File: config.mk
export PLATFORM = sky130hd
export DESIGN_NAME = s_record_data_framer
export DESIGN_NICKNAME = d
export VERILOG_FILES = /design/src/srdf_pkg.sv /design/src/srdf_front.sv /design/src/srdf_fifo.sv /design/src/srdf_back.sv /design/src/s_record_data_framer.sv
export SDC_FILE = /design/constraint.sdc
export NUM_CORES = 1
export LEC_CHECK = 0
export ABC_AREA = 1
export BUFFER_PORTS_ARGS = -buffer_cell sky130_fd_sc_hd__clkbuf_2
export CORE_UTILIZATION = 45
export DETAILED_ROUTE_END_ITERATION = 10
export PLACE_DENSITY = 0.66
export SYNTH_ARGS = -nofsm -noshare
export SYNTH_HDL_FRONTEND = slang
export SYNTH_SLANG_ARGS = --single-unit
File: constraint.sdc
create_clock -name i_clk -period 8.4 [get_ports i_clk]
set_input_delay 0.42 -clock i_clk [delete_from_list [all_inputs] [get_ports i_clk]]
set_output_delay 0.42 -clock i_clk [all_outputs]
set_load 0.01 [all_outputs]
File: src/srdf_pkg.sv
// ----------------------------------------------------------------------------
// srdf_pkg
// Shared constants, command codes and types for the S1 record data framer.
// ----------------------------------------------------------------------------
package srdf_pkg;

    // Data bytes held per record before it is sent.
    localparam int RECORD_DATA_MAX = 31;

    // Width of a fill count that can reach RECORD_DATA_MAX.
    localparam int FILL_W = $clog2(RECORD_DATA_MAX + 1);
    // Address width of the data store.
    localparam int STORE_AW = (RECORD_DATA_MAX > 1) ? $clog2(RECORD_DATA_MAX) : 1;
    // Word index within a record: count, two address words, data, checksum.
    localparam int IDX_W = $clog2(RECORD_DATA_MAX + 4);

    // Count word offset: address high, address low, checksum.
    localparam logic [7:0] COUNT_OFFSET = 8'd3;

    // Queue depth between front and back.
    localparam int QUEUE_DEPTH = 2;
    localparam int QUEUE_AW = 1;
    localparam int QUEUE_CW = 2;

    // Input operation codes.
    localparam logic OP_APPEND = 1'b0;
    localparam logic OP_FLUSH  = 1'b1;

    // Command kinds from front to back.
    localparam logic [1:0] CMD_APPEND      = 2'd0;
    localparam logic [1:0] CMD_APPEND_SEND = 2'd1;
    localparam logic [1:0] CMD_FLUSH_SEND  = 2'd2;
    localparam logic [1:0] CMD_SET_ADDR    = 2'd3;

    typedef struct packed {
        logic [1:0]  kind;
        logic [7:0]  data_byte;
        logic [15:0] address;
    } t_cmd;

    typedef struct packed {
        logic              idle;
        logic [FILL_W-1:0] fill;
    } t_back_status;

endpackage

File: src/srdf_front.sv
// ----------------------------------------------------------------------------
// srdf_front
// Accepts input words and turns each into a back-end command, tracking the
// fill level so that record boundaries are known up front.
// ----------------------------------------------------------------------------
module srdf_front
    import srdf_pkg::*;
(
    input  logic              i_clk,
    input  logic              i_rst_n,
    input  logic              i_valid,
    input  logic              i_op,
    input  logic [7:0]        i_data_byte,
    input  logic [15:0]       i_address,
    output logic              o_stall,
    input  logic              i_q_full,
    output logic              o_push,
    output t_cmd              o_cmd,
    output logic [FILL_W-1:0] o_shadow_fill
);

    logic [FILL_W-1:0] r_fill;
    logic [FILL_W-1:0] n_fill;
    logic              w_accept;
    logic              w_fills;

    assign o_stall  = i_q_full;
    assign w_accept = i_valid && !i_q_full;
    assign w_fills  = (r_fill + FILL_W'(1)) == FILL_W'(RECORD_DATA_MAX);

    always_comb begin
        n_fill          = r_fill;
        o_cmd.data_byte = i_data_byte;
        o_cmd.address   = i_address;
        o_cmd.kind      = CMD_APPEND;
        case (i_op)
            OP_APPEND: begin
                if (w_fills) begin
                    // next record starts right after this byte
                    o_cmd.kind    = CMD_APPEND_SEND;
                    o_cmd.address = i_address + 16'd1;
                    n_fill        = '0;
                end else begin
                    n_fill = r_fill + FILL_W'(1);
                end
            end
            OP_FLUSH: begin
                o_cmd.kind = (r_fill != '0) ? CMD_FLUSH_SEND : CMD_SET_ADDR;
                n_fill     = '0;
            end
            default: begin
                n_fill = r_fill;
            end
        endcase
    end

    assign o_push        = w_accept;
    assign o_shadow_fill = r_fill;

    always_ff @(posedge i_clk) begin
        if (!i_rst_n) begin
            r_fill <= '0;
        end else if (w_accept) begin
            r_fill <= n_fill;
        end
    end

endmodule

File: src/srdf_fifo.sv
// ----------------------------------------------------------------------------
// srdf_fifo
// Two-entry command queue between the front and the back.
// ----------------------------------------------------------------------------
module srdf_fifo
    import srdf_pkg::*;
(
    input  logic                i_clk,
    input  logic                i_rst_n,
    input  logic                i_push,
    input  t_cmd                i_cmd,
    input  logic                i_pop,
    output logic                o_full,
    output logic                o_valid,
    output t_cmd                o_cmd,
    output logic [QUEUE_CW-1:0] o_count
);

    t_cmd                r_mem [QUEUE_DEPTH];
    logic [QUEUE_AW-1:0] r_wr;
    logic [QUEUE_AW-1:0] r_rd;
    logic [QUEUE_CW-1:0] r_count;
    logic                w_push;
    logic                w_pop;

    assign o_full  = r_count == QUEUE_CW'(QUEUE_DEPTH);
    assign o_valid = r_count != '0;
    assign o_cmd   = r_mem[r_rd];
    assign o_count = r_count;
    assign w_push  = i_push && !o_full;
    assign w_pop   = i_pop && o_valid;

    always_ff @(posedge i_clk) begin
        if (w_push) begin
            r_mem[r_wr] <= i_cmd;
        end
    end

    always_ff @(posedge i_clk) begin
        if (!i_rst_n) begin
            r_wr    <= '0;
            r_rd    <= '0;
            r_count <= '0;
        end else begin
            if (w_push) begin
                r_wr <= r_wr + QUEUE_AW'(1);
            end
            if (w_pop) begin
                r_rd <= r_rd + QUEUE_AW'(1);
            end
            case ({w_push, w_pop})
                2'b10:   r_count <= r_count + QUEUE_CW'(1);
                2'b01:   r_count <= r_count - QUEUE_CW'(1);
                default: r_count <= r_count;
            endcase
        end
    end

endmodule

File: src/srdf_back.sv
// ----------------------------------------------------------------------------
// srdf_back
// Holds the record data, running sum and start address, and sends each
// record word by word through an output register.
// ----------------------------------------------------------------------------
module srdf_back
    import srdf_pkg::*;
(
    input  logic         i_clk,
    input  logic         i_rst_n,
    input  logic         i_q_valid,
    input  t_cmd         i_cmd,
    output logic         o_pop,
    output logic         o_valid,
    output logic [7:0]   o_record_byte,
    output logic         o_last,
    input  logic         i_stall,
    output t_back_status o_status
);

    localparam logic [1:0] ST_IDLE = 2'd0;
    localparam logic [1:0] ST_PREP = 2'd1;
    localparam logic [1:0] ST_SEND = 2'd2;

    logic [7:0]          r_store [RECORD_DATA_MAX];
    logic [1:0]          r_state;
    logic [FILL_W-1:0]   r_fill;
    logic [7:0]          r_sum;
    logic [15:0]         r_start;
    logic [15:0]         r_next_addr;
    logic [7:0]          r_cks;
    logic [IDX_W-1:0]    r_idx;
    logic                r_out_valid;
    logic [7:0]          r_out_byte;
    logic                r_out_last;

    logic                w_take;
    logic                w_append;
    logic                w_emit;
    logic [7:0]          w_count;
    logic [IDX_W-1:0]    w_last_idx;
    logic [STORE_AW-1:0] w_rd_addr;
    logic [7:0]          w_byte;
    logic                w_is_last;
    logic                w_from_store;

    assign w_take   = (r_state == ST_IDLE) && i_q_valid;
    assign o_pop    = w_take;
    assign w_append = w_take &&
                      (i_cmd.kind == CMD_APPEND || i_cmd.kind == CMD_APPEND_SEND);
    assign w_emit   = (r_state == ST_SEND) && (!r_out_valid || !i_stall);

    assign w_count      = 8'(r_fill) + COUNT_OFFSET;
    assign w_last_idx   = IDX_W'(r_fill) + IDX_W'(3);
    assign w_rd_addr    = STORE_AW'(r_idx - IDX_W'(3));
    assign w_is_last    = r_idx == w_last_idx;
    assign w_from_store = (r_idx >= IDX_W'(3)) && !w_is_last;

    always_comb begin
        case (r_idx)
            IDX_W'(0): w_byte = w_count;
            IDX_W'(1): w_byte = r_start[15:8];
            IDX_W'(2): w_byte = r_start[7:0];
            default:   w_byte = r_cks;
        endcase
    end

    always_ff @(posedge i_clk) begin
        if (w_append) begin
            r_store[r_fill[STORE_AW-1:0]] <= i_cmd.data_byte;
        end
        if (w_emit) begin
            if (w_from_store) begin
                r_out_byte <= r_store[w_rd_addr];
            end else begin
                r_out_byte <= w_byte;
            end
        end
    end

    always_ff @(posedge i_clk) begin
        if (w_emit) begin
            r_out_last <= w_is_last;
        end
        if (r_state == ST_PREP) begin
            r_cks <= ~(w_count + r_start[15:8] + r_start[7:0] + r_sum);
        end
        if (w_take) begin
            r_next_addr <= i_cmd.address;
        end
    end

    always_ff @(posedge i_clk) begin
        if (!i_rst_n) begin
            r_state     <= ST_IDLE;
            r_fill      <= '0;
            r_sum       <= '0;
            r_start     <= '0;
            r_idx       <= '0;
            r_out_valid <= 1'b0;
        end else begin
            if (w_emit) begin
                r_out_valid <= 1'b1;
            end else if (!i_stall) begin
                r_out_valid <= 1'b0;
            end
            case (r_state)
                ST_IDLE: begin
                    if (w_append) begin
                        r_fill <= r_fill + FILL_W'(1);
                        r_sum  <= r_sum + i_cmd.data_byte;
                    end
                    if (w_take) begin
                        case (i_cmd.kind)
                            CMD_APPEND_SEND: r_state <= ST_PREP;
                            CMD_FLUSH_SEND:  r_state <= ST_PREP;
                            CMD_SET_ADDR:    r_start <= i_cmd.address;
                            default:         r_state <= ST_IDLE;
                        endcase
                    end
                end
                ST_PREP: begin
                    r_idx   <= '0;
                    r_state <= ST_SEND;
                end
                ST_SEND: begin
                    if (w_emit) begin
                        r_idx <= r_idx + IDX_W'(1);
                        if (w_is_last) begin
                            // record done: clear and advance the start address
                            r_fill  <= '0;
                            r_sum   <= '0;
                            r_start <= r_next_addr;
                            r_state <= ST_IDLE;
                        end
                    end
                end
                default: begin
                    r_state <= ST_IDLE;
                end
            endcase
        end
    end

    assign o_valid       = r_out_valid;
    assign o_record_byte = r_out_byte;
    assign o_last        = r_out_last;

    assign o_status.idle = r_state == ST_IDLE;
    assign o_status.fill = r_fill;

endmodule

File: src/s_record_data_framer.sv
// ----------------------------------------------------------------------------
// s_record_data_framer
// Packs data bytes into S1 records (16-bit address) and sends each record as
// binary words: count, address high, address low, data, checksum.
// ----------------------------------------------------------------------------
//
//  Channel   Direction  Handshake             Payload
//  --------  ---------  --------------------  -------------------------------
//  input     in         i_valid / o_stall     i_op, i_data_byte, i_address
//  output    out        o_valid / i_stall     o_record_byte, o_last
//
//  The front classifies each input word in the cycle it is accepted and
//  pushes a command into a two-entry queue; the back executes commands.
//  An append that does not close a record is taken by the back while idle.
//  A record of n data bytes is sent by taking the command, forming the
//  checksum, then emitting its n + 4 output words; the back takes no new
//  command until the last word has been emitted.
//  Reset is synchronous and active low; it clears fill count, running sum,
//  start address, queue and output valid. The data store is not cleared.
//  o_stall rises while the queue is full; an output stall holds the back.
//
module s_record_data_framer
    import srdf_pkg::*;
(
    input  logic        i_clk,
    input  logic        i_rst_n,
    input  logic        i_valid,
    input  logic        i_op,
    input  logic [7:0]  i_data_byte,
    input  logic [15:0] i_address,
    output logic        o_stall,
    output logic        o_valid,
    output logic [7:0]  o_record_byte,
    output logic        o_last,
    input  logic        i_stall
);

    // front -> queue
    logic                w_push;
    t_cmd                w_push_cmd;
    logic [FILL_W-1:0]   w_shadow_fill;
    // queue -> back
    logic                w_q_full;
    logic                w_q_valid;
    t_cmd                w_q_cmd;
    logic [QUEUE_CW-1:0] w_q_count;
    logic                w_pop;
    t_back_status        w_back_status;

    // Classify input words and track record boundaries.
    srdf_front u_front (
        .i_clk        (i_clk),
        .i_rst_n      (i_rst_n),
        .i_valid      (i_valid),
        .i_op         (i_op),
        .i_data_byte  (i_data_byte),
        .i_address    (i_address),
        .o_stall      (o_stall),
        .i_q_full     (w_q_full),
        .o_push       (w_push),
        .o_cmd        (w_push_cmd),
        .o_shadow_fill(w_shadow_fill)
    );

    // Decouple front from back so each can stall on its own.
    srdf_fifo u_fifo (
        .i_clk  (i_clk),
        .i_rst_n(i_rst_n),
        .i_push (w_push),
        .i_cmd  (w_push_cmd),
        .i_pop  (w_pop),
        .o_full (w_q_full),
        .o_valid(w_q_valid),
        .o_cmd  (w_q_cmd),
        .o_count(w_q_count)
    );

    // Store data, keep the sum, and send records.
    srdf_back u_back (
        .i_clk        (i_clk),
        .i_rst_n      (i_rst_n),
        .i_q_valid    (w_q_valid),
        .i_cmd        (w_q_cmd),
        .o_pop        (w_pop),
        .o_valid      (o_valid),
        .o_record_byte(o_record_byte),
        .o_last       (o_last),
        .i_stall      (i_stall),
        .o_status     (w_back_status)
    );

`ifndef SYNTHESIS
    // Queue never holds more than its depth.
    a_queue_bound: assert property (@(posedge i_clk) disable iff (!i_rst_n)
        w_q_count <= QUEUE_CW'(QUEUE_DEPTH))
        else $error("command queue overflow");

    // Front never lets a record fill without closing it.
    a_front_fill: assert property (@(posedge i_clk) disable iff (!i_rst_n)
        w_shadow_fill < FILL_W'(RECORD_DATA_MAX))
        else $error("front fill count out of range");

    // With nothing in flight, front and back agree on the fill level.
    a_fill_sync: assert property (@(posedge i_clk) disable iff (!i_rst_n)
        (w_back_status.idle && !w_q_valid) |-> (w_shadow_fill == w_back_status.fill))
        else $error("front and back fill counts disagree");
`endif

endmodule
After elaboration in Yosys (flattened, before gate mapping)

Memories as Yosys holds them, arrays and structs flattened. A register that Yosys moved wholly into a read port is not among the register bits.
Cells that the tools add are included.
Widths: inputs -> output; s select.

Equality and inequality tests: 19
Bitwise gates (word level): 2
Reductions and logical operators: 26
Add/subtract/negate cells: 15
Muxes and demuxes: 38
$lt $le $gt $ge: 1

Operator list:

| cell                  | number |
|---|---|
| $mux 16               | 6 |
| $add 8x8->8           | 4 |
| $mux 8                | 4 |
| $pmux 16 s2           | 1 |
| $pmux 8 s3            | 1 |
| $mux 5                | 4 |
| $pmux 5 s2            | 2 |
| $add 16x1->16 const B | 1 |
| $pmux 8 s2            | 1 |
| $add 5x2->6 const B   | 2 |
| $pmux 2 s2            | 3 |
| $pmux 6 s2            | 1 |
| $add 5x1->5 const B   | 2 |
| $eq 2x2->1 const B    | 5 |
| $mux 1                | 10 |
| $ne 2x2->1 const B    | 4 |
| $not 8->8             | 1 |
| $reduce_and 4->1      | 2 |
| $reduce_bool 2->1     | 4 |
| $logic_and 1x1->1     | 7 |
| $add 6x1->6 const B   | 1 |
| $eq 2x1->1 const B    | 3 |
| $eq 6x1->1 const B    | 1 |
| $eq 6x2->1 const B    | 1 |
| other kinds (20)      | 30 |

Bits in registers: 80
RAM bits: 300
Output and inout port bits: 11
Input bits: 29
Word-level logic and storage cells: 117
Memories: 2

Memory list:

| memory         | depth | bits a word | rd ports | clocked after Yosys merged registers in | wr ports | RTL line        | text |
|---|---|---|---|---|---|---|---|
| u_back.r_store | 31    | 8           | 1        | 0                                       | 1        | srdf_back.sv:25 | `logic [7:0] r_store [RECORD_DATA_MAX];` |
| u_fifo.r_mem   | 2     | 26          | 1        | 1                                       | 1        | srdf_fifo.sv:19 | `t_cmd r_mem [QUEUE_DEPTH];` |

Logic depth before layout (Yosys ltp)

Gate-level depths: netlist of run 1.

Word-level depth: 6
Gate-level depth with buffers: 17
Gate-level depth less buffers: 17

By module

A second synthesis of run 1 with hierarchy kept.

Cells, all modules: 1610
Area, all modules: 17488.0 µm²

Modules (own cells, without submodules):

| module     | cells each | instances | area an instance (µm²) | sequential area each (µm²) |
|---|---|---|---|---|
| srdf_back  | 1316       | 1         | 14297.5                | 9198.8 |
| srdf_fifo  | 119        | 1         | 2225.9                 | 1661.6 |
| srdf_front | 175        | 1         | 964.7                  | 100.1 |

Worst setup path before layout of run 1

OpenSTA, ideal clock, no wires.

Path kind: reg2reg
Start point: reg u_back.r_fill[0]
End point: reg u_back.r_cks[7] (data pin)
Data required time: 8141 ps
Slack: 5035 ps
Cell stages (with the launch flop): 18
Path buffers: 0
Clock period less this slack: 3365 ps
Library setup time: 259 ps
Arrival: 3106 ps
Cells stage by stage: dfxtp_1 > inv_2 > ha_1 > inv_1 > nand3_1 > nand2_2 > nand2_4 > fa_1 > inv_1 > fa_1 > inv_1 > ha_1 > nand2_1 > o21ai_0 > nand2_1 > nand2_1 > a21oi_1 > xnor2_1

Longest elaborated chain between the ends: 5

RTL lines:

| what                      | RTL line         | text |
|---|---|---|
| from (decl)               | srdf_back.sv:27  | `logic [FILL_W-1:0] r_fill;` |
| from (signal assigned)    | srdf_back.sv:110 | `r_fill <= r_fill + FILL_W'(1);` |
| $add 5x2->6               | srdf_back.sv:53  | `assign w_count = 8'(r_fill) + COUNT_OFFSET;` |
| $add 8x8->8 (3 in series) | srdf_back.sv:86  | `r_cks <= ~(w_count + r_start[15:8] + r_start[7:0] + r_sum);` |
| $not 8->8                 | srdf_back.sv:86  |  |
| to (signal assigned)      | srdf_back.sv:86  |  |
| to (decl)                 | srdf_back.sv:31  | `logic [7:0] r_cks;` |

Every way passes these cells.
A chain may end at the register's enable or synchronous reset.

Worst setup path after layout of run 1

Start point: reg u_back.r_idx[0]
End point: reg u_back.r_out_byte[6], in the netlist u_back.o_record_byte[6] (data pin)

Longest elaborated chain between the ends: 4
Elaborated cells between the ends (all ways): 11
Those cells by class: 1 x add/sub; 1 x order compare; 3 x eq/ne; 2 x mux; 3 x reduce/logical; 1 x memory

RTL lines:

| what                                                 | RTL line         | text |
|---|---|---|
| from (decl)                                          | srdf_back.sv:32  | `logic [IDX_W-1:0] r_idx;` |
| from (signal assigned)                               | srdf_back.sv:128 | `r_idx <= r_idx + IDX_W'(1);` |
| branches (longest 3 deep; another with $mem_v2 31x8) | -                |  |
| $mux 8 (*)                                           | srdf_back.sv:73  | `if (w_from_store) begin` |
| to (signal assigned)                                 | srdf_back.sv:74  | `r_out_byte <= r_store[w_rd_addr];` |
| to (signal assigned)                                 | srdf_back.sv:76  | `r_out_byte <= w_byte;` |
| to (decl)                                            | srdf_back.sv:34  | `logic [7:0] r_out_byte;` |

Mark *: on every way between the ends.

==> metrics, run 1 <==
hold path start i_data_byte[4]; vias in the first global route 11.21k; std cell rows just over 70; Max Buffers Root-to-Sink 3; Avg WL per Cell approximately 19 um; worst reg-to-reg path cell count 9; area grow syn2layout 11.59%; vias 11.39k; Relative slew margins between 20 and 30%; Iteration-0 DRC Markers between 900 and 1k; Post-synth EDFFs 333; H-tree levels 2; R2R setup slack 4.53 ns; Post-Route WL 40610 um; CP Capture Type flip-flop; GRT Util Overall 21.32%; Final Hold Fails 0; clock share of power 29.9%; Tot Pwr between 6000 and 7000 uW; Worst-Skew Late Latency approximately 0.56 ns; Top FF cell, synth edfxtp_1; FF-to-FF Start u_back.r_idx[0]$_SDFFE_PN0P_; Initial Util 45.65%; Syn Inst Count around 1.5k; status finished clean; Max-Cap Viols 0; first-pass GRT wire length about 63000 um; fmax 258.1 MHz; VDD IR max around 0.00013 V; Hold Path Stages 1; worst setup path endpoint u_back.o_record_byte[6]$_DFFE_PP_; dpl hpwl 25930 um; grt ovf 0; # nets final 1618; Root Buffer clkbuf_16; TNS Setup 0 ns; I/O pins 40; Crit Path Category reg -> reg; pin count of the biggest net entering global routing 104; clk_skew 0.02615 ns; share of power burned in registers 41.6%; DRC violations left 0; #FFs+latches synth between 300 and 400; Final Cycle Share 46.13%; endpoints failing setup 0; LEAKAGE 0.006891 uW; P_sw 2055 uW; Die H a little under 200 um; startpoint types flip-flop; synth warn 0; HP Class in -> reg; Inserted Clock Buffers 41; CTS Hold Bufs 0; Worst-path clk slew 0.06 ns; drt first pass iters 5; Synth Net Count 1589; worst-path fanout max 40; Final Critical Period 3.875 ns; Avg Cell Area, Syn 11.32 um^2; Arr. time, crit path about 4.2 ns; share of cells above drive strength 1 13.38%; initial antenna violation count 0; P_int 3953 uW; # resized after CTS 0; drt via density 5.453; Logic pwr share 28.6%; post-synth cell types 51; Post-CTS Setup Inserts 0; Crit-path slowest cell ha_2; TritonCTS clock tree built; RSZ-0062 raised after global routing no; ant diodes 0; Mapped Area 0.01716 mm^2; Worst path max stage delay 0.94 ns; Worst Tran Pin Value 1.086 ns; Core Area 0.03758 mm^2; clock sink total 381; CP startpoint u_back.r_idx[0]$_SDFFE_PN0P_; GP Congestion slightly above 0.9; PD cells 313.8 mW/mm^2; Port Buf Inserts 39; max-slew violations 0; DRT antenna net count 0; critical path, cell by cell clkinv_2 > ha_2 > inv_1 > o21ai_0 > o22ai_1 > o211ai_1 > nand3_1 > nand3_1 > nand2_1; CP most frequent cell nand3_1; worst reg2reg path endpoint u_back.o_record_byte[6]$_DFFE_PP_; DIE WIDTH 197.3 um; CP required 8.72 ns; switching share of power 34.21%; FFs w/ async S/R, synth 0%; post-synthesis sequential area ratio between 60% and 70%; die area 0.03891 mm^2
## synth_stat cells (23+ instances only)
cell | instances | area, um^2
clkbuf_1 | 36 | 135.1
o211ai_1 | 49 | 367.9
a21oi_1 | 49 | 245.2
edfxtp_1 | 333 | 10000
nor2_1 | 213 | 799.5
inv_1 | 97 | 364.1
nand3_1 | 83 | 415.4
o21ai_0 | 139 | 695.7
ha_1 | 30 | 375.4
buf_2 | 23 | 115.1
dfxtp_1 | 48 | 960.9
mux2_2 | 25 | 281.5
nand2_1 | 212 | 795.8
## worst min path at each step
stage	endpoint	slack [ns]
after global placement	u_fifo.r_rd$_SDFFE_PN0P_	0.44
final	u_fifo.r_mem[1][20]$_DFFE_PP_	0.06
after global routing	u_fifo.r_mem[1][20]$_DFFE_PP_	0.05
after CTS	u_fifo.r_mem[0][20]$_DFFE_PP_	0.04
after floorplan	flip-flop	0.43
after detailed placement	flip-flop	0.45
## flip-flops by register name, indices dropped and copies added, names as in the netlist, named ones only
name and flops:
u_back.r_idx 6, u_back.r_cks 8, u_back.r_store 248, u_back.r_state 2, u_back.r_next_addr 16, u_fifo.r_rd 1
u_fifo.o_count 2, u_back.o_valid 1, u_back.o_last 1, u_back.r_start 16, u_fifo.r_wr 1, u_back.r_sum 8
u_front.o_shadow_fill 5, u_back.r_fill 5, u_fifo.r_mem 52, u_back.o_record_byte 8
## power groups by stage
stage	logic (uW)	registers [uW]	clock network, uW
2_1_floorplan	1230	2500	0
3_3_place_gp	1680	2530	0
3_5_place_dp	1710	2540	0
4_1_cts	1720	2500	1820
5_1_grt	1920	2520	1890
6_report	1720	2500	1790
## area by class of cell
type / count / area (um^2)
clock buffers: 48 / 1074
clock inverters: 27 / 266.5
fillers: 3283 / 18430
inverters: 107 / 407.9
multi-input cells: 959 / 5477
flip-flops and latches: 381 / 10960
well taps: 511 / 639.4
repair buffers: 55 / 315.3
## routing by layer
metal  track usage (%)  vias to the layer above  share of wire [%]
met1             27.21                     5535                 41
li1                  -                     5385                  -
met4             9.216                        0                4.0
met5                 0                        -                  0
met3             3.381                       83                5.9
met2             35.94                      383                 49
## worst max-delay path, delay by kind of cell, from the launching register on
| kind | cells | cell delay, ns |
|---|---|---|
| AO/OA/AOI/OAI | 3 | 0.66 |
| flip-flops | 1 | 0.56 |
| buffers and inverters | 2 | 1.08 |
| AND/OR/NAND/NOR | 3 | 0.36 |
| adder cells (fa/ha/maj) | 1 | 0.94 |
## placed cells by master (no fill, tap or decap), types with 6 or more instances in the layout
cell type  synthesis  routed
xnor2_1           14      14
clkinv_1           0       7
nor2_1           213     211
nand3_1           83      83
a21oi_1           49      49
fa_1              14      14
edfxtp_1         333     333
clkinv_2           0      11
inv_2              9       8
o211ai_1          49      49
inv_1             97      97
buf_4              3      16
clkbuf_2           0      39
o22ai_1           13      13
or2_2             15      15
ha_1              30      29
clkbuf_16          0      42
nand2_2           11      12
nor2_2             4       6
clkbuf_1          36       6
nand2_1          212     211
o21ai_0          139     139
dfxtp_1           48      47
o221ai_1          16      16
xor2_1            19      19
mux2_2            25      25
## through the flow
step / std cells / area (um^2) / utilization [%] / setup WS (ns) / hold slack, ns
final: 2088 / 19140 / 50.94 / 4.525 / 0.06127
after global routing: 2088 / 19140 / 50.94 / 4.202 / 0.04602
after CTS: 2088 / 19140 / 50.94 / 4.575 / 0.03891
after detailed placement: 2013 / 17800 / 47.38 / 4.597 / 0.4545
after global placement: 2013 / 17800 / 47.38 / 4.686 / 0.4361
after floorplan: 1516 / 17160 / - / 5.035 / 0.4255
## cell families (layout without fill, tap and decap cells)
logic type / after synthesis / in the layout / synth area share (%)
flip-flops: 381 / 381 / 63.89
multiplexers: 26 / 26 / 1.699
adder cells (fa/ha/maj): 44 / 44 / 3.822
buffers and inverters: 176 / 237 / 4.245
AND/OR/NAND/NOR: 565 / 565 / 14.36
XOR/XNOR: 36 / 36 / 1.969
AO/OA/AOI/OAI: 288 / 288 / 10.01
Note: power is estimated with default switching activity, not from simulation.
==> inputs of run 2 (changes only) <==
- clock period: 8.4 -> 3.98 ns (I/O delays scaled with it)
==> run 2 against run 1 <==
Core utilization grew 0.87 points. Flip-flop and latch count unchanged. Cell area rose by 1.7%. Non-clock buffer count grew 32. Sequential share of layout area is 0.96 points lower. Setup slack got worse by 4.1 ns. Die area is the same. First-iteration DRC count shrank 7.7%. Critical path depth increased by 8. Clock skew decreased by 0.0029 ns. Global-route usage about the same.
==> metrics, run 2 (same netlist as run 1, synthesis figures left out) <==
Max-Cap Viols 0 (unchanged); CP Capture Type flip-flop (unchanged); Inserted Clock Buffers 41 (unchanged); drt via density 5.367 (was 5.453); share of cells above drive strength 1 14.79% (was 13.38%); # nets final 1650 (was 1618); DRT antenna net count 0 (unchanged); initial antenna violation count 0 (unchanged); worst-path fanout max 7 (was 40); Initial Util 45.65% (unchanged); Arr. time, crit path 3.85 ns (was 4.19 ns); critical path, cell by cell inv_1 > ha_1 > inv_1 > nand3_1 > nand2_2 > nand2_4 > fa_1 > inv_1 > fa_1 > inv_1 > ha_1 > nand2_1 > o21ai_0 > nand2_1 > nand2_1 > a21oi_1 > xnor2_1 (was clkinv_2 > ha_2 > inv_1 > o21ai_0 > o22ai_1 > o211ai_1 > nand3_1 > nand3_1 > nand2_1); HP Class in -> reg (unchanged); Relative slew margins 36.33% (was 27.63%); Max Buffers Root-to-Sink 3 (unchanged); delay-heaviest family, CP adder cells (was buffers and inverters); Root Buffer clkbuf_16 (unchanged); H-tree levels 2 (unchanged); Finished Layout Cells 2120 (was 2088); GP Congestion 0.8946 (was 0.9239); endpoints failing setup 0 (unchanged); clock sink total 381 (unchanged); Iteration-0 DRC Markers 877 (was 950); Crit Path Category reg -> reg (unchanged); P_sw 4337 uW (was 2055 uW); CP most frequent cell inv_1 (was nand3_1); RSZ-0062 raised after global routing no (unchanged); pin count of the biggest net entering global routing 83 (was 104); Final Critical Period 3.569 ns (was 3.875 ns); Worst-path clk slew 0.06 ns (about the same); Cells after DPL 2034 (was 2013); Post-CTS Setup Inserts 0 (unchanged); Crit-path slowest cell fa_1 (was ha_2); TritonCTS clock tree built (unchanged); vias 11.38k (was 11.39k); status finished clean (unchanged); PD cells 662.4 mW/mm^2 (was 313.8 mW/mm^2); VDD IR max 0.0004005 V (was 0.0001310 V); die area 0.03891 mm^2 (unchanged); grt ovf 0 (unchanged); Port Buf Inserts 39 (unchanged); Die H 197.3 um (unchanged); DRC violations left 0 (unchanged); Logic pwr share 28.9% (was 28.6%); drt first pass iters 5 (unchanged); clk_skew 0.02328 ns (was 0.02615 ns); Core Area 0.03758 mm^2 (unchanged); CP required 4.27 ns (was 8.72 ns); Final Cycle Share 89.68% (was 46.13%); switching share of power 33.63% (was 34.21%); max-slew violations 0 (unchanged); Worst-Skew Late Latency 0.55 ns (was 0.56 ns); Post-Route WL 40430 um (was 40610 um); TNS Setup 0 ns (unchanged); commonest non-fill, non-tap cell in the layout edfxtp_1 (unchanged); startpoint types flip-flop (unchanged); GRT Util Overall 21.30% (was 21.32%); Avg WL per Cell 19.07 um (was 19.45 um); first-pass GRT wire length 63110 um (was 63190 um); Worst Tran Pin Value 0.9539 ns (was 1.086 ns); DIE WIDTH 197.3 um (unchanged); Tot Pwr 12900 uW (was 6008 uW); Final Hold Fails 0 (unchanged); P_int 8558 uW (was 3953 uW); I/O pins 40 (unchanged); area grow syn2layout 13.49% (was 11.59%); Bufs and invs on worst path 4 (was 2); ant diodes 0 (unchanged); fmax 280.2 MHz (was 258.1 MHz); dpl hpwl 26030 um (was 25930 um); share of power burned in registers 40.6% (was 41.6%); clock share of power 30.5% (was 29.9%); Worst path max stage delay 0.49 ns (was 0.94 ns); vias in the first global route 11.36k (was 11.21k); Largest register FFs 248 (unchanged); most frequent cells in the layout 333 x edfxtp_1, 211 x nand2_1, 211 x nor2_1 (unchanged); std cell rows 71 (unchanged); LEAKAGE 0.007096 uW (was 0.006891 uW)
run 2: cell count changes in the layout (fill, tap and decap cells not counted):
cell,change
clkinv_1,-5
inv_8,-1
clkinv_4,+1
clkbuf_8,+2
dlygate4sd3_1,+11
clkbuf_1,-1
clkinvlp_4,-3
bufinv_16,+2
clkinv_2,+4
buf_4,+21
inv_16,-1
inv_6,+2
run 2: final cells by class:
type	instances	area [um^2]
fill	3312	18110
timing repair buffer	87	583.1
multi-input combinational	959	5477
tap	511	639.4
inverter	107	407.9
sequential	381	10960
clock buffer	49	1097
clock inverter	26	300.3
run 2: power groups by stage:
stage	logic (uW)	clock network, uW	registers, uW
final	3730	3930	5230
after global routing	4190	4140	5270
after CTS	3760	3990	5230
after detailed placement	3730	0	5320
after global placement	3660	0	5310
after floorplan	2600	0	5270
run 2: final timing paths:
kind / start / endpoint / slack, ns / cells past startpoint
setup / recovery: u_back.r_fill[1]$_SDFFE_PN0P_ / u_back.r_cks[7]$_DFFE_PP_ / 0.41 / 17
hold / removal: i_address[15] / u_fifo.r_mem[1][15]$_DFFE_PP_ / 0.01 / 2
setup reg to reg: u_back.r_fill[1]$_SDFFE_PN0P_ / u_back.r_cks[7]$_DFFE_PP_ / 0.41 / 17
hold reg to reg: u_fifo.r_rd$_SDFFE_PN0P_ / flip-flop / 0.46 / 1
run 2: per-stage QoR:
step | setup slack [ns] | hold slack [ns] | cell area (um^2) | util, %
floorplan | 0.6152 | 0.2979 | 17160 | -
finish | 0.4107 | 0.01101 | 19470 | 51.81
CTS | 0.4309 | 0.006241 | 19470 | 51.81
global placement | 0.4576 | 0.3896 | 17960 | 47.80
detailed placement | 0.4326 | 0.3921 | 17960 | 47.80
global route | 0.1439 | 0.03135 | 19470 | 51.81
run 2: per-layer routing:
layer  routed length, um  track usage, %
met5                   0               0
met3                2192           3.107
met4                1290           7.637
met1               16620           26.60
met2               20320           37.49
run 2: repair_timing:
| item | CTS | global route |
|---|---|---|
| hold buffers | 11 | 0 |
| gates resized for setup | 0 | 0 |
| hold endpoints to repair | 22 | 0 |
==> inputs of run 3 (changes only) <==
- CORE_UTILIZATION: 45 -> 60
- PLACE_DENSITY: 0.66 -> 0.82
==> run 3 against run 2 <==
Clock-buffer cell count down 7. Fmax shrank 0.36%. Largest power group unchanged. Core utilization grew 16 points. Setup slack worse by 0.013 ns. First-iteration DRC count rose by 43%. Routed wire length down 3.5%. Clock skew is 0.0074 ns lower. Critical endpoint unchanged. Global-route usage grew 6.0 points. Sequential share of layout area is 1.3 points higher. Die area is 25% lower. Cell area down 2.2%. Clock power is 8.4% lower. Critical path type unchanged.
==> metrics, run 3 (same netlist as run 1, synthesis figures left out) <==
status finished clean (unchanged); DIE WIDTH 171.1 um (was 197.3 um); Crit Path Category reg -> reg (unchanged); fin util 68.15% (was 51.81%); die area 0.02927 mm^2 (was 0.03891 mm^2); fmax 279.1 MHz (was 280.2 MHz); LEAKAGE 0.006923 uW (was 0.007096 uW); Post-Route WL 39000 um (was 40430 um); endpoints failing setup 0 (unchanged); first-pass GRT wire length 60350 um (was 63110 um); GRT Util Overall 27.26% (was 21.30%); CP required 4.25 ns (was 4.27 ns); clk_skew 0.01587 ns (was 0.02328 ns); # nets final 1630 (was 1650); I/O pins 40 (unchanged); Post-CTS Setup Inserts 0 (unchanged); TNS Setup 0 ns (unchanged); GP Congestion 0.9138 (was 0.8946); worst-path fanout max 7 (unchanged); Final Critical Period 3.582 ns (was 3.569 ns); Avg WL per Cell 19.85 um (was 19.07 um); RSZ-0062 raised after global routing no (unchanged); dpl hpwl 25110 um (was 26030 um); R2R setup slack 0.40 ns (was 0.41 ns); VDD IR max 0.0005195 V (was 0.0004005 V); HP Class in -> reg (unchanged); Relative slew margins 34.10% (was 36.33%); most frequent cells in the layout 333 x edfxtp_1, 211 x nand2_1, 211 x nor2_1 (unchanged); Worst-path clk slew 0.06 ns (about the same); Largest register FFs 248 (unchanged); Die H 171.1 um (was 197.3 um); post-route cell area 0.01904 mm^2 (was 0.01947 mm^2); drt via density 5.912 (was 5.367); H-tree levels 2 (unchanged); Tot Pwr 12520 uW (was 12900 uW); Worst Tran Pin Value 0.9874 ns (was 0.9539 ns); max-slew violations 0 (unchanged); grt ovf 0 (unchanged); Final Cycle Share 90.01% (was 89.68%); Final Hold Fails 0 (unchanged); Iteration-0 DRC Markers 1250 (was 877); DRT antenna net count 0 (unchanged); Root Buffer clkbuf_16 (unchanged); pin count of the biggest net entering global routing 74 (was 83); initial antenna violation count 0 (unchanged); area grow syn2layout 10.98% (was 13.49%); Worst-Skew Late Latency 0.54 ns (was 0.55 ns); Post-Place Cell Area 0.01767 mm^2 (was 0.01796 mm^2); hold path start i_address[6] (was i_address[15]); final hold slack 0.03182 ns (was 0.01101 ns); ant diodes 0 (unchanged); DRC violations left 0 (unchanged); PD cells 657.5 mW/mm^2 (was 662.4 mW/mm^2); clock sink total 381 (unchanged); TritonCTS clock tree built (unchanged); CP Capture Type flip-flop (unchanged); Port Buf Inserts 39 (unchanged); Hold Path Stages 2 (unchanged); share of cells above drive strength 1 13.30% (was 14.79%); Max-Cap Viols 0 (unchanged); Arr. time, crit path 3.86 ns (was 3.85 ns); Core Area 0.02793 mm^2 (was 0.03758 mm^2); vias 11.62k (was 11.38k); drt first pass iters 6 (was 5); Inserted Clock Buffers 39 (was 41); worst reg2reg path endpoint u_back.r_cks[7]$_DFFE_PP_ (unchanged); worst reg-to-reg path cell count 17 (unchanged); Max Buffers Root-to-Sink 3 (unchanged); FF-to-FF Start u_back.r_fill[1]$_SDFFE_PN0P_ (unchanged); std cell rows 61 (was 71); Initial Util 61.41% (was 45.65%); Hold Path Sink u_fifo.r_mem[1][6]$_DFFE_PP_ (was u_fifo.r_mem[1][15]$_DFFE_PP_); startpoint types flip-flop (unchanged); commonest non-fill, non-tap cell in the layout edfxtp_1 (unchanged); vias in the first global route 11.34k (was 11.36k); # fillers 1995 (was 3312)
-- run 3: cell types whose count changed in the layout (fill, tap and decap cells not counted) --
| cell | delta |
|---|---|
| clkinv_1 | +9 |
| dlygate4sd3_1 | -1 |
| clkinv_8 | +1 |
| buf_4 | -17 |
| clkinv_4 | -1 |
| clkbuf_16 | -2 |
| clkinvlp_4 | +2 |
| clkbuf_1 | -3 |
| bufinv_16 | -2 |
| inv_6 | -1 |
| clkinv_2 | -5 |
| clkbuf_8 | -2 |
-- run 3: through the flow --
| stage | setup slack (ns) | cells |
|---|---|---|
| finish | 0.3977 | 1965 |
| global route | 0.1105 | 1965 |
| CTS | 0.4248 | 1965 |
| detailed placement | 0.4514 | 1884 |
| global placement | 0.4865 | 1884 |
| floorplan | 0.6152 | 1516 |
-- run 3: power breakdown --
group	total, uW	switching, uW	internal [uW]	leakage, uW
combinational	3690	2600	1090	0.00289
clock	3600	1500	2100	0.000623
sequential	5230	172	5060	0.00342
total	12500	4260	8250	0.00692
-- run 3: critical path, stage by stage, from the launching register on --
cell     delay [ns]
dfxtp_1        0.44
inv_1          0.13
ha_1           0.22
inv_1          0.13
nand3_1        0.10
nand2_2        0.13
nand2_4        0.08
fa_1           0.48
inv_1          0.05
fa_1           0.50
inv_1          0.04
ha_1           0.34
nand2_1        0.07
o21ai_0        0.27
nand2_1        0.08
nand2_1        0.07
a21oi_1        0.07
xnor2_1        0.13
-- run 3: layout make-up --
class                      instances  area [um^2]  area share (%)
multi-input combinational        959         5477           28.77
sequential                       381        10960           57.59
tap                              378        473.0           2.484
clock inverter                    29        262.8           1.380
inverter                         107        407.9           2.142
clock buffer                      42         1008           5.297
timing repair buffer              69        445.4           2.340
-- run 3: what timing repair did --
| item | in CTS | in global routing |
|---|---|---|
| resized for setup | 0 | 0 |
| hold buffers | 10 | 0 |
| hold endpoints to repair | 20 | 0 |
-- run 3: routing by layer --
metal	vias up	GRT usage (%)	wire, um
met3	83	3.585	2628
li1	5407	-	-
met5	-	0	0
met1	5640	33.99	15250
met2	488	48.66	20020
met4	0	9.627	1104
-- run 3: worst max path at each step --
stage | start | endpoint | slack, ns | cells past startpoint
2_1_floorplan | u_back.r_fill[0]$_SDFFE_PN0P_ | u_back.r_cks[7]$_DFFE_PP_ | 0.62 | 17
3_3_place_gp | u_back.r_fill[1]$_SDFFE_PN0P_ | u_back.r_cks[7]$_DFFE_PP_ | 0.49 | 15
3_5_place_dp | u_back.r_fill[1]$_SDFFE_PN0P_ | u_back.r_cks[7]$_DFFE_PP_ | 0.45 | 17
4_1_cts | u_back.r_fill[1]$_SDFFE_PN0P_ | u_back.r_cks[7]$_DFFE_PP_ | 0.42 | 15
5_1_grt | u_back.r_fill[1]$_SDFFE_PN0P_ | u_back.r_cks[7]$_DFFE_PP_ | 0.11 | 17
6_report | u_back.r_fill[1]$_SDFFE_PN0P_ | u_back.r_cks[7]$_DFFE_PP_ | 0.40 | 17
